**config.mk**
```make
export PLATFORM = sky130hd
export DESIGN_NAME = sorted_set_insert_delete
export DESIGN_NICKNAME = d
export VERILOG_FILES = /design/src/hdl/ssid_pkg.sv /design/src/hdl/ssid_cell.sv /design/src/hdl/sorted_set_insert_delete.sv
export SDC_FILE = /design/constraint.sdc
export NUM_CORES = 2
export LEC_CHECK = 0
export ABC_AREA = 0
export BUFFER_PORTS_ARGS = -buffer_cell sky130_fd_sc_hd__buf_4
export CORE_UTILIZATION = 55
export CTS_CLUSTER_DIAMETER = 30
export CTS_CLUSTER_SIZE = 12
export DETAILED_ROUTE_END_ITERATION = 8
export PLACE_DENSITY_LB_ADDON = 0.25
export SETUP_SLACK_MARGIN = 0.15
export SLEW_MARGIN = 15
export SYNTH_ARGS = -nofsm -noshare
export SYNTH_HDL_FRONTEND = slang
export SYNTH_HIERARCHICAL = 1
export SYNTH_SLANG_ARGS = --single-unit
```
**constraint.sdc**
```tcl
create_clock -name clk -period 4.3 [get_ports clk]
set_clock_uncertainty 0.05 [all_clocks]
set_input_delay 0 -clock clk [delete_from_list [all_inputs] [get_ports clk]]
set_output_delay 0 -clock clk [all_outputs]
set_load 0.05 [all_outputs]
```
**src/hdl/ssid_pkg.sv**
```systemverilog
// Shared types and constants for the sorted set insert/delete block.
package ssid_pkg;

    localparam int CAPACITY = 16;
    localparam int CNT_W    = $clog2(CAPACITY + 1);
    localparam int VALUE_W  = 32;
    localparam int COUNT_W  = 5;

    typedef enum logic {
        OP_INSERT = 1'b0,
        OP_DELETE = 1'b1
    } opcode_t;

    typedef enum logic [1:0] {
        ST_OK      = 2'd0,
        ST_DUP     = 2'd1,
        ST_FULL    = 2'd2,
        ST_MISSING = 2'd3
    } status_t;

    typedef struct packed {
        opcode_t                    opcode;
        logic signed [VALUE_W-1:0]  value;
    } request_t;

    typedef struct packed {
        status_t              status;
        logic [COUNT_W-1:0]   count;
    } result_t;

    // Broadcast control for every cell of the chain.
    typedef struct packed {
        logic                       ins;
        logic                       del;
        logic signed [VALUE_W-1:0]  key;
    } cell_ctrl_t;

endpackage

```
**src/hdl/ssid_cell.sv**
```systemverilog
// One compare-and-shift cell of the sorted table.
module ssid_cell
    import ssid_pkg::*;
(
    input  logic                       clk,
    input  cell_ctrl_t                 ctrl,
    input  logic                       occ,
    input  logic                       left_lt,
    input  logic signed [VALUE_W-1:0]  left_entry,
    input  logic signed [VALUE_W-1:0]  right_entry,
    output logic signed [VALUE_W-1:0]  entry,
    output logic                       lt,
    output logic                       eq
);

    logic signed [VALUE_W-1:0] entry_reg;
    logic signed [VALUE_W-1:0] entry_next;

    assign entry = entry_reg;
    assign lt    = occ && (entry_reg < ctrl.key);
    assign eq    = occ && (entry_reg == ctrl.key);

    // Cells below the sorted position hold; the first cell at or above it takes
    // the key on insert, the ones above take their lower neighbor. On delete
    // every cell from the match upward takes its upper neighbor.
    always_comb
    begin
        entry_next = entry_reg;
        if (ctrl.ins && !lt)
        begin
            if (left_lt)
                entry_next = ctrl.key;
            else
                entry_next = left_entry;
        end
        else if (ctrl.del && !lt)
        begin
            entry_next = right_entry;
        end
    end

    always_ff @(posedge clk)
    begin
        entry_reg <= entry_next;
    end

endmodule

```
**src/hdl/sorted_set_insert_delete.sv**
```systemverilog
// Top level of the sorted set insert/delete block: a chain of compare-and-shift cells.
//
// Usage: a request (opcode, value) is transferred at a rising edge where start
// is high and busy is low. Busy stays low, so a request may be given in every
// cycle: all cells compare the key against their entry and shift in the same
// cycle. The result (status, count) appears in the cycle after the transfer, on
// result with done high for exactly one cycle. The receiver cannot stall; the result
// register is rewritten by each new request.
// Status: ok, duplicate on insert, table full (checked before duplicate), or
// not found on delete. Count is the number of entries held after the request.
// Reset clears the entry count and the done strobe; the cells' contents are
// not cleared, since no cell at or above the count is ever compared.
module sorted_set_insert_delete
    import ssid_pkg::*;
(
    input  logic      clk,
    input  logic      rst_n,
    input  logic      start,
    output logic      busy,
    input  request_t  request,
    output logic      done,
    output result_t   result
);

    logic [CNT_W-1:0] count_reg;
    logic [CNT_W-1:0] count_next;
    logic             done_reg;
    result_t          result_reg;
    result_t          result_next;

    logic                       accept;
    logic                       found;
    logic                       full;
    status_t                    status;
    cell_ctrl_t                 ctrl;
    logic [CAPACITY-1:0]        occ;
    logic [CAPACITY-1:0]        lt;
    logic [CAPACITY-1:0]        eq;
    logic signed [VALUE_W-1:0]  entries [CAPACITY];

    assign busy   = 1'b0;
    assign accept = start && !busy;
    assign found  = |eq;
    assign full   = (count_reg == CNT_W'(CAPACITY));

    always_comb
    begin
        unique case (request.opcode)
            OP_INSERT:
                status = full ? ST_FULL : (found ? ST_DUP : ST_OK);
            OP_DELETE:
                status = found ? ST_OK : ST_MISSING;
            default:
                status = ST_MISSING;
        endcase
    end

    assign ctrl.key = request.value;
    assign ctrl.ins = accept && (request.opcode == OP_INSERT) && (status == ST_OK);
    assign ctrl.del = accept && (request.opcode == OP_DELETE) && (status == ST_OK);

    generate
        for (genvar i = 0; i < CAPACITY; i++)
        begin : g_cell
            logic                       left_lt;
            logic signed [VALUE_W-1:0]  left_entry;
            logic signed [VALUE_W-1:0]  right_entry;

            assign occ[i] = (count_reg > CNT_W'(i));

            if (i == 0)
            begin : g_first
                assign left_lt    = 1'b1;
                assign left_entry = request.value;
            end
            else
            begin : g_inner
                assign left_lt    = lt[i-1];
                assign left_entry = entries[i-1];
            end

            if (i == CAPACITY - 1)
            begin : g_last
                assign right_entry = entries[i];
            end
            else
            begin : g_body
                assign right_entry = entries[i+1];
            end

            ssid_cell u_cell (
                .clk         (clk),
                .ctrl        (ctrl),
                .occ         (occ[i]),
                .left_lt     (left_lt),
                .left_entry  (left_entry),
                .right_entry (right_entry),
                .entry       (entries[i]),
                .lt          (lt[i]),
                .eq          (eq[i])
            );
        end
    endgenerate

    always_comb
    begin
        count_next = count_reg;
        if (ctrl.ins)
            count_next = count_reg + CNT_W'(1);
        else if (ctrl.del)
            count_next = count_reg - CNT_W'(1);
    end

    always_comb
    begin
        result_next.status = status;
        result_next.count  = COUNT_W'(count_next);
    end

    always_ff @(posedge clk or negedge rst_n)
    begin
        if (!rst_n)
        begin
            count_reg <= '0;
            done_reg  <= 1'b0;
        end
        else
        begin
            count_reg <= count_next;
            done_reg  <= accept;
        end
    end

    always_ff @(posedge clk)
    begin
        if (accept)
            result_reg <= result_next;
    end

    assign done   = done_reg;
    assign result = result_reg;

endmodule

```
# [Word-level counts from Yosys, hierarchy flattened]
# Index checks and enable logic that the tools add are counted.
[op_classes] n_addsub=2 multipliers=0 n_div=0 order_cmp=32 eq_ne=17 shift=0 n_mux=51 bitwise_logic=1 reduce_logical=100
[op_table] cell="2-to-1 mux 32 bit" count=45
[op_table] cell="equality test 32 bit" count=16
[op_table] cell="less-than comparator 32 bit" count=16
[op_table] cell="logical AND 1 bit" count=67
[op_table] cell="> comparator 5 x 4 -> 1 bit (second input constant)" count=8
[op_table] cell="nonzero test 2 bit" count=15
[op_table] cell="> comparator 5 x 3 -> 1 bit (second input constant)" count=4
[op_table] cell="logical NOT 1 bit" count=16
[op_table] cell="OR reduction 16 bit" count=1
[op_table] cell="> comparator 5 x 1 -> 1 bit (second input constant)" count=2
[op_table] cell="> comparator 5 x 2 -> 1 bit (second input constant)" count=2
[op_table] cell="2-to-1 mux 5 bit" count=2
[op_table] cell="adder 5 x 1 -> 5 bit (second input constant)" count=1
[op_table] cell="equality test 5 bit (second input constant)" count=1
[op_table] cell="subtractor 5 x 1 -> 5 bit (second input constant)" count=1
[op_table] cell="2-to-1 mux 2 bit" count=2
[op_table] cell="case mux 2 bit (2 select lines)" count=1
[op_table] cell="logical NOT 2 bit" count=1
[op_table] cell="2-to-1 mux 1 bit" count=1
[op_table] cell="NOT 1 bit" count=1
[word_totals] reg_bits=525 latch_bits=0 ram_bits=0 rom_bits=0 in_bits=36 out_inout_bits=9 elab_cells=223 n_memories=0

# [Longest topological paths before layout]
[logic_depth] ltp_word=11 depth_mapped=16 ltp_nobuf=13

# [Cells and area by module]
# Netlist, hierarchy kept.
[modules_own_cells] module="ssid_cell" instances=16 cells_per_inst=226 area_each_um2=2585.0 seq_area_each_um2=960.9
[modules_own_cells] module="sorted_set_insert_delete" instances=1 cells_per_inst=95 area_each_um2=963.4 seq_area_each_um2=360.3

# [Worst setup path after synthesis]
# Ideal clock, no wire load.
[synth_timing] path_type="reg2reg" start="register count_reg[1]" end="register g_cell[0].u_cell.entry_reg[0], enable pin" setup_time_ns=0.421 t_arrival_ns=4.038 required_time_ns=3.829 slack_ns=-0.209 path_stages_with_launch=12 n_path_buf=1 synth_period_minus_slack_ns=4.509 cell_sequence="dfrtp_1 > clkbuf_1 > inv_1 > ha_1 > o31ai_1 > and3_1 > nand4_1 > nor2_1 > nor4_4 > a41oi_1 > nor2_1 > nor2_1"
[synth_lines] item="start: declaration" line="sorted_set_insert_delete.sv:25" source="logic [CNT_W-1:0] count_reg;"
[synth_lines] item="start signal: assignment" line="sorted_set_insert_delete.sv:129" source="count_reg <= count_next;"
[synth_lines] item="end signal: assignment" line="ssid_cell.sv:44" source="entry_reg <= entry_next;"
[synth_lines] item="end: declaration" line="ssid_cell.sv:16" source="logic signed [VALUE_W-1:0] entry_reg;"

==> parameters.txt <==
Parameter                              Value

Pwr
  P_leak ... 20.9 nW
  Register share of total power ... 0.292
  Pwr per Cell Area ... 489 nW/um^2
  Part of the total power dissipated in combinational logic ... 0.275
  Switching portion of total power ... 0.296
  Internal power contribution ... 17.1 mW
  Switching power of the nets ... 7.20 mW
  Power share of the clock group ... 0.433
  VDD IR-drop max ... 0.444 mV

Clock network
  Clock network latency to the later pin of the worst-skew pair ... 0.72 ns
  Number of clock buffers inserted by TritonCTS ... 148
  Max Root-Sink Buffers ... 3
  TritonCTS clock tree ... yes
  Clock net sink count ... 525
  CTS root buffer ... clkbuf_16
  Maximum level of the CTS H-tree ... 4
  Register clock-pin slew on the reported worst setup and hold paths ... 0.04 ns

Layout
  Largest register FFs ... 512
  Number of antenna diodes ... 0
  Final Instance Count excl. Fillers ... 5,066
  Number of nets in the layout ... 4,468
  Most common library cell in the layout ignoring fill and taps ... mux2_2
  Commonest non-fill, non-tap cells in the layout ... 992 x mux2_2, 531 x inv_1, 519 x edfxtp_1
  Layout cell share with drive strength beyond 1 ... 0.359
  Fillers ... 5,786
  Area delta synth->final ... 17.2%

Global routing
  Pin count of the biggest net entering global routing ... 34
  Total Routing Usage GR ... 0.255
  Global Route met3 Usage ... 0.0343
  Number of global-route vias before repair ... 29,700
  Global-route wire length before repair ... 159 mm
  Met1 track utilization from global routing ... 0.339
  Met2 Use GR ... 0.415
  GR Overflow Total ... 0
  Number of antenna violations at the first check in global routing ... 2
  Grt peak-use layer ... met2

Hold path
  Class of the tightest hold or removal check ... in2reg
  Hold path depth ... 2
  Worst hold path startpoint ... start
  Terminating pin of the worst hold path ... done

Drt
  Count of TritonRoute iterations in the first routing pass ... 5
  Via count of the routed design ... 28,900
  Remaining number of nets flagged by the antenna check after routing ... 0
  Vias per cell ... 5.70
  Post-detailed-routing wire length ... 98.8 mm
  DRC errors left ... 0
  Violation count after the first detailed-route iteration ... 1,659
  WL/cell ... 19.5 um

STA
  Shortest clock period the worst path allows after layout ... 4.03 ns
  Worst-case headroom to the max-slew limit ... 0.268
  Pin slew with the least headroom to its limit ... 1.09 ns
  Final setup violation count ... 0
  Setup total negative slack ... 0 ns
  Max-slew violations ... 0
  Setup repair after global routing missed its margin ... no
  Share of the clock period used by the worst path after layout ... 0.938
  Fmax ... 248 MHz
  Final Hold Violating Endpoints ... 0

Logic synthesis
  Cell type with the highest aggregate area in the netlist ... edfxtp_1
  Top-area cell type share of the netlist area ... 0.368
  Yosys Warn Count ... 6
  EDFF count, synth ... 519
  Number of standard cells after synthesis ... 3,711
  Count of cell types in the netlist ... 44
  Cell types occupying the most area after synthesis ... edfxtp_1 37%, mux2_2 26%, ha_1 15%, inv_1 4.7%, a21oi_1 2.9%
  Async SR Flop Fraction ... 0.0114
  Post-synth net total ... 4,265
  Synthesis-stage register bit count ... 525
  Most frequently used flop master after synthesis ... edfxtp_1
  Mapped Avg Cell Area ... 11.4 um^2
  Register area share after synthesis ... 0.372
  Post-Syn Area ... 42,300 um^2

Floorplanning
  Standard-cell row count ... 101
  Core area ... 76,100 um^2
  Count of pins on the block boundary ... 45
  Die Outline Area ... 78,100 um^2
  Effective utilization at floorplan ... 0.556
  DIE HEIGHT ... 279 um
  Die span in x ... 279 um

Worst setup path
  Nature of the critical path endpoint ... flop
  Arrival time worst endpoint ... 4.44 ns
  Max stage delay on crit path ... 0.67 ns
  CP Launch Type ... flop
  Data required time at the worst endpoint ... 4.71 ns
  Critical path's top delay family ... simple AND/OR/NAND/NOR gates
  Number of cell instances on the worst register-to-register path ... 12
  FF-to-FF setup slack ... 0.27 ns
  Reg2reg end ... g_cell[14].u_cell/entry[24]
  Critical path buffers and inverters ... 2
  Cell at the slowest stage of the critical path ... nor4_1
  CP max FO ... 32
  Type of the worst setup path ... reg2reg
  Start of the worst register-to-register path ... g_cell[6].u_cell/entry[31]
  Cell chain of the critical path ... ha_1, nand4_1, nor4_1, nand2_1, nor2_1, nor4_4, and4_1, and2_4, buf_4, o211ai_4, buf_12, mux2_2
  Logic depth of the worst setup path including buffers ... 12

Placement
  Global placer's final weighted congestion ... 0.898
  # placed instances ... 4,755
  Hpwl dp ... 74.2 mm
  Count of buffers inserted at the top-level ports ... 43

Run
  Reported max-cap violation count ... 0

Status
  Result of the run ... finished clean
layer usage:
metal / up-vias / part of all wire
li1: 14100 / -
met2: 665 / 0.47
met5: - / 0.00011
met4: 2 / 0.036
met1: 13800 / 0.46
met3: 234 / 0.040
stage by stage:
step	hold slack (ns)	setup slack, ns	power (mW)	utilization	cell area [um^2]
2_1_floorplan	-0.346	0.287	12.0	-	42400
3_3_place_gp	-0.214	0.282	13.6	0.583	44300
3_5_place_dp	-0.215	0.278	13.7	0.583	44300
4_1_cts	0.0397	0.226	24.4	0.652	49600
5_1_grt	0.0621	0.142	25.4	0.652	49600
6_report	0.0935	0.267	24.3	0.652	49600
power by group through the flow:
stage	sequential, mW	clock [mW]	combinational (mW)
finish	7.09	10.5	6.68
CTS	7.08	10.7	6.66
global placement	7.13	0	6.44
global route	7.16	11.0	7.30
detailed placement	7.16	0	6.58
floorplan	7.01	0	4.98
final cells by class:
cell class,instances,area [um^2],area share
multi-input cells,2539,24000,0.483
flip-flops and latches,525,15700,0.317
clock buffers,181,3870,0.0779
inverters,532,2000,0.0402
repair buffers,168,1760,0.0356
well taps,1030,1290,0.0260
clock inverters,91,995,0.0200
kinds of logic after synthesis:
group                    Yosys count  share of synthesized area
buffers and inverters            650                     0.0665
XOR/XNOR                           3                   0.000621
flip-flops                       525                      0.372
AO/OA/AOI/OAI                    469                     0.0717
AND/OR/NAND/NOR                  517                     0.0629
multiplexers                    1027                      0.273
adder cells (fa/ha/maj)          518                      0.153
other                              2                   0.000177
worst max-delay path by stage:
stage | end | slack [ns] | start
finish | g_cell[14].u_cell/entry[24] | 0.27 | g_cell[6].u_cell/entry[31]
global route | g_cell[2].u_cell/entry[30] | 0.14 | count_reg[3]
CTS | g_cell[0].u_cell/entry[0] | 0.23 | count_reg[3]
detailed placement | g_cell[0].u_cell/entry[10] | 0.28 | count_reg[3]
global placement | g_cell[2].u_cell/entry[8] | 0.28 | request[14]
floorplan | g_cell[0].u_cell/entry[0] | 0.29 | count_reg[1]
cells in the mapped netlist, types with 2 or more instances:
library cell	instances
mux2_2	992
inv_1	531
edfxtp_1	519
ha_1	518
a21oi_1	243
nand2_1	186
o21ai_0	110
nor2_1	101
nand4_1	82
clkbuf_1	66
buf_6	49
nand3_1	36
mux2_1	32
nor4_1	32
and3_1	17
nand3b_1	17
nor2b_1	17
a21bo_2	16
a21o_1	16
a221o_1	16
a22oi_1	16
a31oi_2	16
o211ai_1	16
o211ai_4	16
or3_4	16
dfrtp_1	6
nor4_4	4
mux2i_1	3
nor3_1	3
and2_4	2
buf_4	2
conb_1	2
xnor2_1	2
timing repair:
| item | in CTS | in global routing |
|---|---|---|
| setup endpoints to repair | 0 | 262 |
| hold endpoints to repair | 468 | 0 |
| gates resized for setup | 0 | 6 |
| hold buffers | 36 | 0 |
| setup buffers | 0 | 0 |
No activity file was read; power rests on OpenSTA's default activity.
